## config.mk

```make
export PLATFORM = sky130hd
export DESIGN_NAME = ssa_ctrl
export DESIGN_NICKNAME = d
export VERILOG_FILES = /design/src/hdl/stochastic_sandpile_avalanche_top_defines.svh /design/src/hdl/ssa_pkg.sv /design/src/hdl/ssa_ctrl.sv
export SDC_FILE = /design/constraint.sdc
export NUM_CORES = 1
export LEC_CHECK = 0
export BUFFER_PORTS_ARGS = -buffer_cell sky130_fd_sc_hd__buf_2
export CORE_ASPECT_RATIO = 1.25
export CORE_MARGIN = 4
export CORE_UTILIZATION = 30
export DETAILED_ROUTE_END_ITERATION = 12
export GPL_TIMING_DRIVEN = 0
export PLACE_DENSITY = 0.58
export SYNTH_ARGS = -nofsm -noshare
export SYNTH_HDL_FRONTEND = slang
export SYNTH_SLANG_ARGS = --single-unit
export TNS_END_PERCENT = 30
```

## constraint.sdc

```tcl
create_clock -name clock -period 2.9 [get_ports clock]
set_input_delay 0.58 -clock clock [delete_from_list [all_inputs] [get_ports clock]]
set_output_delay 0.58 -clock clock [all_outputs]
set_load 0.01 [all_outputs]
```

## src/hdl/stochastic_sandpile_avalanche_top_defines.svh

```systemverilog
// Assertion macros used by the sandpile avalanche datapath.
`ifndef STOCHASTIC_SANDPILE_AVALANCHE_TOP_DEFINES_SVH
`define STOCHASTIC_SANDPILE_AVALANCHE_TOP_DEFINES_SVH

// Same-cycle implication.
`define SSA_ASSERT_NOW(label, clk, rst, ante, cons) \
   label: assert property (@(posedge clk) disable iff (rst) (ante) |-> (cons)) \
      else $error("ssa assertion failed");

// Next-cycle implication.
`define SSA_ASSERT_NEXT(label, clk, rst, ante, cons) \
   label: assert property (@(posedge clk) disable iff (rst) (ante) |=> (cons)) \
      else $error("ssa assertion failed");

`endif

```

## src/hdl/ssa_pkg.sv

```systemverilog
// Types, constants and helper functions of the sandpile avalanche block.
package ssa_pkg;

   localparam int ROW_COUNT = 2048;
   localparam int CELLS     = ROW_COUNT + 2;
   localparam int POS_W     = $clog2(CELLS + 1);
   localparam int ADDR_W    = $clog2(CELLS);
   localparam int I_W       = $clog2(ROW_COUNT + 1);
   localparam int H_W       = 4;
   localparam int DIV_W     = 5;
   localparam int LEN_W     = 12;
   localparam int CNT_W     = 32;
   localparam int AREA_W    = 22;
   localparam int WIDTH_W   = 12;

   localparam logic [H_W-1:0]    HEIGHT_MAX    = 4'd15;
   localparam logic [H_W-1:0]    TOPPLE_LEVEL  = 4'd2;
   localparam logic [31:0]       SEED_AT_RESET = 32'd2463534242;
   localparam logic [DIV_W-1:0]  DIV_RESET     = 5'd4;
   localparam logic [AREA_W-1:0] AREA_MAX      = '1;
   localparam logic [CNT_W-1:0]  CNT_MAX       = '1;

   localparam int MOD_BITS   = 4;
   localparam int MOD_CYCLES = 32 / MOD_BITS;
   localparam int MOD_CNT_W  = $clog2(MOD_CYCLES);

   typedef struct packed {
      logic        reseed;
      logic [31:0] seed_value;
   } req_type;

   typedef struct packed {
      logic [LEN_W-1:0]   length_rows;
      logic [CNT_W-1:0]   toppling_count;
      logic [AREA_W-1:0]  touched_area;
      logic [WIDTH_W-1:0] max_width;
   } rsp_type;

   typedef struct packed {
      logic           touched;
      logic [H_W-1:0] height;
   } cell_type;

   typedef enum logic [4:0] {
      OP_NONE,
      OP_INIT,
      OP_START,
      OP_REFRESH,
      OP_SEED,
      OP_PASS_INIT,
      OP_RD_B,
      OP_RD_C,
      OP_CHECK,
      OP_APPLY,
      OP_WB_A,
      OP_WB_B,
      OP_NEXT_ROW,
      OP_AREA_ACC,
      OP_UNION,
      OP_SPAN_COPY,
      OP_FINISH
   } dp_op_type;

   typedef struct packed {
      logic init_last;
      logic at_hi;
      logic pass_empty;
      logic can_topple;
      logic mod_done;
      logic wb_last;
      logic toppled;
      logic last_row;
      logic area_last;
      logic rsp_busy;
   } dp_status_type;

   function automatic logic [31:0] xorshift32(input logic [31:0] s);
      logic [31:0] x;
      x = s ^ (s << 13);
      x = x ^ (x >> 17);
      x = x ^ (x << 5);
      return x;
   endfunction

   function automatic cell_type cell_add(input cell_type c, input logic [1:0] amt);
      logic [H_W:0] s;
      cell_type     o;
      s = (H_W+1)'(c.height) + (H_W+1)'(amt);
      o.touched = 1'b1;
      o.height  = (s > (H_W+1)'(HEIGHT_MAX)) ? HEIGHT_MAX : s[H_W-1:0];
      return o;
   endfunction

endpackage

```

## src/hdl/ssa_ctrl.sv

```systemverilog
// Controller state machine sequencing the avalanche datapath.
module ssa_ctrl (
   input  logic                   clock,
   input  logic                   reset,
   input  logic                   req_valid,
   output logic                   req_ready,
   input  ssa_pkg::dp_status_type status,
   output ssa_pkg::dp_op_type     op
);
   import ssa_pkg::*;

   typedef enum logic [20:0] {
      ST_INIT      = 21'h000001,
      ST_IDLE      = 21'h000002,
      ST_RB0       = 21'h000004,
      ST_RB1       = 21'h000008,
      ST_SEED      = 21'h000010,
      ST_PASS_INIT = 21'h000020,
      ST_RD_A      = 21'h000040,
      ST_RD_B      = 21'h000080,
      ST_RD_C      = 21'h000100,
      ST_CHECK     = 21'h000200,
      ST_DIV       = 21'h000400,
      ST_APPLY     = 21'h000800,
      ST_WB_A      = 21'h001000,
      ST_WB_B      = 21'h002000,
      ST_PASS_END  = 21'h004000,
      ST_AREA_RD   = 21'h008000,
      ST_AREA_ACC  = 21'h010000,
      ST_UNION     = 21'h020000,
      ST_RONE      = 21'h040000,
      ST_SPAN_COPY = 21'h080000,
      ST_DONE      = 21'h100000
   } state_type;

   state_type state_ff, state_in;

   always_comb begin
      state_in  = state_ff;
      op        = OP_NONE;
      req_ready = 1'b0;
      unique case (state_ff)
         ST_INIT: begin
            op = OP_INIT;
            if (status.init_last) state_in = ST_IDLE;
         end
         ST_IDLE: begin
            req_ready = 1'b1;
            if (req_valid) begin
               op       = OP_START;
               state_in = ST_RB0;
            end
         end
         ST_RB0: begin
            op = OP_REFRESH;
            if (status.at_hi) state_in = ST_RB1;
         end
         ST_RB1: begin
            op = OP_REFRESH;
            if (status.at_hi) state_in = ST_SEED;
         end
         ST_SEED: begin
            op       = OP_SEED;
            state_in = ST_PASS_INIT;
         end
         ST_PASS_INIT: begin
            op       = OP_PASS_INIT;
            state_in = status.pass_empty ? ST_PASS_END : ST_RD_A;
         end
         ST_RD_A: begin
            state_in = ST_RD_B;
         end
         ST_RD_B: begin
            op       = OP_RD_B;
            state_in = ST_RD_C;
         end
         ST_RD_C: begin
            op       = OP_RD_C;
            state_in = ST_CHECK;
         end
         ST_CHECK: begin
            op       = OP_CHECK;
            state_in = status.can_topple ? ST_DIV : ST_WB_A;
         end
         ST_DIV: begin
            if (status.mod_done) state_in = ST_APPLY;
         end
         ST_APPLY: begin
            op       = OP_APPLY;
            state_in = ST_CHECK;
         end
         ST_WB_A: begin
            op       = OP_WB_A;
            state_in = ST_WB_B;
         end
         ST_WB_B: begin
            op       = OP_WB_B;
            state_in = status.wb_last ? ST_PASS_END : ST_RD_A;
         end
         ST_PASS_END: begin
            if (status.toppled && !status.last_row) begin
               op       = OP_NEXT_ROW;
               state_in = ST_AREA_RD;
            end else begin
               state_in = ST_DONE;
            end
         end
         ST_AREA_RD: begin
            state_in = ST_AREA_ACC;
         end
         ST_AREA_ACC: begin
            op       = OP_AREA_ACC;
            state_in = status.area_last ? ST_UNION : ST_AREA_RD;
         end
         ST_UNION: begin
            op       = OP_UNION;
            state_in = ST_RONE;
         end
         ST_RONE: begin
            op = OP_REFRESH;
            if (status.at_hi) state_in = ST_SPAN_COPY;
         end
         ST_SPAN_COPY: begin
            op       = OP_SPAN_COPY;
            state_in = ST_PASS_INIT;
         end
         ST_DONE: begin
            if (!status.rsp_busy) begin
               op       = OP_FINISH;
               state_in = ST_IDLE;
            end
         end
         default: begin
            state_in = ST_INIT;
         end
      endcase
   end

   always_ff @(posedge clock) begin
      if (reset) begin
         state_ff <= ST_INIT;
      end else begin
         state_ff <= state_in;
      end
   end

endmodule

```

Yosys cells after proc, flatten, opt, wreduce, memory -nomap -nowiden
Index checks and enable logic that the tools add are counted.
{"block": "classes", "eq_ne": 28, "mux": 18, "reduce_logical": 6}
{"cell": "21-bit case mux with 19 select lines", "count": 1}
{"cell": "21-bit two-way mux", "count": 8}
{"cell": "5-bit case mux with 16 select lines", "count": 1}
{"cell": "15-bit two-way mux", "count": 2}
{"cell": "21-bit by 1-bit equality test with 1-bit output, second input constant", "count": 1}
{"cell": "21-bit by 10-bit equality test with 1-bit output, second input constant", "count": 1}
{"cell": "21-bit by 11-bit equality test with 1-bit output, second input constant", "count": 1}
{"cell": "21-bit by 12-bit equality test with 1-bit output, second input constant", "count": 1}
{"cell": "21-bit by 13-bit equality test with 1-bit output, second input constant", "count": 1}
{"cell": "21-bit by 14-bit equality test with 1-bit output, second input constant", "count": 1}
{"cell": "21-bit by 15-bit equality test with 1-bit output, second input constant", "count": 1}
{"cell": "21-bit by 16-bit equality test with 1-bit output, second input constant", "count": 1}
{"cell": "21-bit by 17-bit equality test with 1-bit output, second input constant", "count": 1}
{"cell": "21-bit by 18-bit equality test with 1-bit output, second input constant", "count": 1}
{"cell": "21-bit by 19-bit equality test with 1-bit output, second input constant", "count": 1}
{"cell": "21-bit by 2-bit equality test with 1-bit output, second input constant", "count": 1}
{"cell": "21-bit by 20-bit equality test with 1-bit output, second input constant", "count": 1}
{"cell": "21-bit equality test, second input constant", "count": 1}
{"cell": "21-bit by 3-bit equality test with 1-bit output, second input constant", "count": 1}
{"cell": "21-bit by 4-bit equality test with 1-bit output, second input constant", "count": 1}
{"cell": "21-bit by 5-bit equality test with 1-bit output, second input constant", "count": 1}
{"cell": "21-bit by 6-bit equality test with 1-bit output, second input constant", "count": 1}
{"cell": "21-bit by 7-bit equality test with 1-bit output, second input constant", "count": 1}
{"cell": "21-bit by 8-bit equality test with 1-bit output, second input constant", "count": 1}
{"cell": "13 further kinds", "count": 20}
{"block": "word_totals", "input_bits": 13, "ff_bits": 21, "word_cells": 53, "out_inout_bits": 6}

Logic depth before layout (Yosys ltp)
{"block": "depth", "ltp_word": 4, "depth_mapped": 8, "ltp_nobuf": 6}

Least setup slack after synthesis
No wires, ideal clock.
{"block": "synth_timing", "path_type": "register to output", "start": "register state_ff[9]", "end": "output port op[2]", "slack_ps": 211, "path_stages_with_launch": 8, "arrival_ps": 2109, "path_buffers": 1, "t_required_ps": 2320, "path_cell_list": "dfxtp_1 buf_6 nor4_4 nand4_1 or4b_2 o31a_1 and3b_1 nand3_1"}
{"block": "synth_between", "elab_chain_len": 3, "elab_cells_between_ends": 20, "cone_classes": "eq/ne: 18; mux: 1; reduce/logical: 1"}
{"element": "start, declared", "line_no": "ssa_ctrl.sv:36", "rtl": "state_type state_ff, state_in;"}
{"element": "start signal, assigned", "line_no": "ssa_ctrl.sv:143", "rtl": "state_ff <= state_in;"}
{"element": "21-bit by 19-bit equality test with 1-bit output (tied with other cells)", "line_no": "ssa_ctrl.sv:42", "rtl": "unique case (state_ff)"}
{"element": "3-bit OR reduction (no source line)"}
{"element": "5-bit case mux with 16 select lines (*)", "line_no": "ssa_ctrl.sv:42"}
{"element": "end, declared", "line_no": "ssa_ctrl.sv:8", "rtl": "output ssa_pkg::dp_op_type op"}
Every way passes the cells marked *; elsewhere a longest branch is shown, timed or not.

Final worst setup path
{"block": "layout_timing", "start": "register state_ff[10]", "end": "output port op[3]"}
The elaborated chain is that of the path after synthesis.

==> out/qor.yml <==
port_buffers: 17
setup_viol: 2
drive_gt1_share_pct: 32.0
tightest_slew_ns: 0.554
synth_top_cell_area_share_pct: 28.7
yosysTopAreaCell: "dfxtp_1"
cts_tree: "built"
fp.dieW_um: 70.5
cts_max_level: 1
viasPerCell: 5.46
cts_root_buf: "clkbuf_8"
synth_area_leaders: "dfxtp_1 (29%), nor4_1 (4.7%), nor2_1 (4.6%)"
fin_crit_sh_pct: 104
async_reset_ff_share_pct: 0
crit_family: "simple AND/OR/NAND/NOR gates"
hpwl_um: 2920
rows: 28
wl_per_cell_um: 14.8
clkPwrFrac_pct: 31.7
design.core.area_um2: 4730
fmax_mhz: 332
dieArea_um2: 6070
antenna_cells_inserted: 0
via_count: 1523
antenna_found_initial: 0
drtAntennaViolNets: 0
whs_ns: 0.552
slowest_stage: "or3_4"
clock-sinks: 21
holdBufCountCts: 0
drc: 0
syn_avg_cell_area_um2: 7.91
fin_util_pct: 39.7
design.portCount: 19
cts_buffers: 3
dpl-instance-area_um2: 1620
synth_edf_count: 0
synthDistinctLibCells: 47
design_area_um2: 1880
min_path_type: "reg -> reg"
synth.top_cells.by_count: "dfxtp_1 (21), nor2_1 (18), nand2_1 (13)"
required_ns: 2.32
synthCells: 185
clock_latency_ns: 0.27
slowest_delay_ns: 0.40
critPathKind: "reg -> out"
path_cells: "nor4_4 -> buf_4 -> nand3_2 -> or3_4 -> o31a_1 -> and3b_1 -> nand3_1 -> buf_2"
maxCapViolCount: 0
ys_ff_latch: 21
initial_utilization_pct: 31.0
fin_crit_ns: 3.01
grt_pass1_wl_um: 6560
start_kind: "flop"
grt_usage_pct: 13.6
drt_pass1_iterations: 4
p_leak_nw: 0.763
placed_cells: 262
end_kind: "output pin"
gp_congestion: 0.925
syn_area_um2: 1460
first_iter_violations: 100
die_h_um: 86.1
setup_ws_ns: -0.112
cp_max_fo: 4
reg.largest.list: "state_ff (21)"
violations: "setup timing"
synth_warnings: 0
cp_num_buf_inv: 2
power.internal_mw: 0.446
slew_headroom_pct: 62.7
grt_pass1_vias: 1323
ctsLongestPathBuffers: 2
nets: 233
hold_violations: 0
synthFlopType: "dfxtp_1"
wl_um: 4130
grt_overflow: 0
ys_seq_area_share_pct: 28.7
clkTransAtPathRegs_ns: 0.09
grt_max_degree: 13
finalClockSkew_ns: 0.00860
combPwrFrac_pct: 21.9
largest_reg_flops: 21
slew_viol_final: 0
regMostFlops: "state_ff"
ir_drop_uv: 195
outcome: "finished with violations"
rsz0062_at_grt: "true"
yosysMostFrequentCell: "dfxtp_1"
cp.arrival_ns: 2.43
syn_nets: 198
fin_cells: 279
p_sw_mw: 0.191
syn2layout_area_growth_pct: 28.4
sequentialPowerShare_pct: 46.4
swShare_pct: 29.9
powerDensity_nw_per_um2: 339
metal layers:
layer | wire, um | GRT usage (%) | vias up
li1 | - | - | 759
met1 | 1810 | 17.1 | 705
met2 | 2040 | 23.2 | 46
met3 | 167 | 1.99 | 13
met4 | 114 | 5.40 | 0
met5 | 0 | 0 | -
final timing paths:
| check | to | startpoint | cells after the start | slack [ns] |
|---|---|---|---|---|
| min reg2reg | state_ff[16] | state_ff[15] | 2 | 0.55 |
| max | op[3] | state_ff[10] | 8 | -0.11 |
| min | state_ff[16] | state_ff[15] | 2 | 0.55 |
| max reg2reg | state_ff[0] | state_ff[10] | 10 | 0.28 |
metrics by stage:
| step | setup TNS, ns | setup WS (ns) | total power, mW |
|---|---|---|---|
| 6_report | -0.193 | -0.112 | 0.637 |
| 5_1_grt | -0.458 | -0.207 | 0.666 |
| 4_1_cts | -0.0835 | -0.0458 | 0.634 |
| 3_5_place_dp | -0.188 | -0.0985 | 0.419 |
| 3_3_place_gp | -0.236 | -0.120 | 0.419 |
| 2_1_floorplan | 0 | 0.211 | 0.383 |
worst min-delay path, stage by stage (launching register included):
cell	delay [ns]
dfxtp_2	0.37
nand2b_1	0.10
nor4_2	0.05
final cells by class:
type,count,area [um^2]
Timing Repair Buffer,36,234
Fill cell,471,2850
Buffer,5,27.5
Clock buffer,3,41.3
Tap cell,60,75.1
Inverter,4,15.0
Clock inverter,1,5.00
Sequential cell,21,437
Multi-Input combinational cell,149,1040
power groups by stage:
stage	clock, mW	sequential (mW)	combinational (mW)
floorplan	0	0.302	0.0808
global placement	0	0.303	0.116
detailed placement	0	0.303	0.115
CTS	0.202	0.297	0.135
global route	0.216	0.297	0.154
finish	0.202	0.296	0.140
repair_timing:
| action | in CTS | in global routing |
|---|---|---|
| resized for setup | 18 | 7 |
| buffers inserted | 13 | 6 |
| endpoints found under the setup margin | 4 | 4 |
| pin swaps | 8 | 7 |
logic make-up after synthesis:
kind of cell              count (synthesis)  share of synthesized area [%]
and+or+nand+nor                         112                           48.0
buffers and inverters                    15                           5.13
AOI/OAI and AO/OA                        27                           12.2
DFF                                      21                           28.7
xor gates and xnor gates                 10                           5.98
cell usage in the layout (no fill, tap or decap), types with 2 or more instances in the layout:
master,count
buf_4,19
buf_2,17
nor2_1,17
dfxtp_1,14
nand2_1,12
a21oi_1,11
nand2b_1,10
nor3_1,10
nor4_1,9
nand4_1,7
nand3_1,6
xor2_1,6
nor4_4,5
nand3b_1,5
nor4_2,4
inv_1,4
xnor2_1,4
or4_1,4
dfxtp_2,4
nand3_2,3
nor3b_1,3
a31oi_1,3
o21ai_0,3
clkbuf_8,3
dfxtp_4,3
clkbuf_1,2
or3_4,2
buf_6,2
No activity file was read; power rests on OpenSTA's default activity.
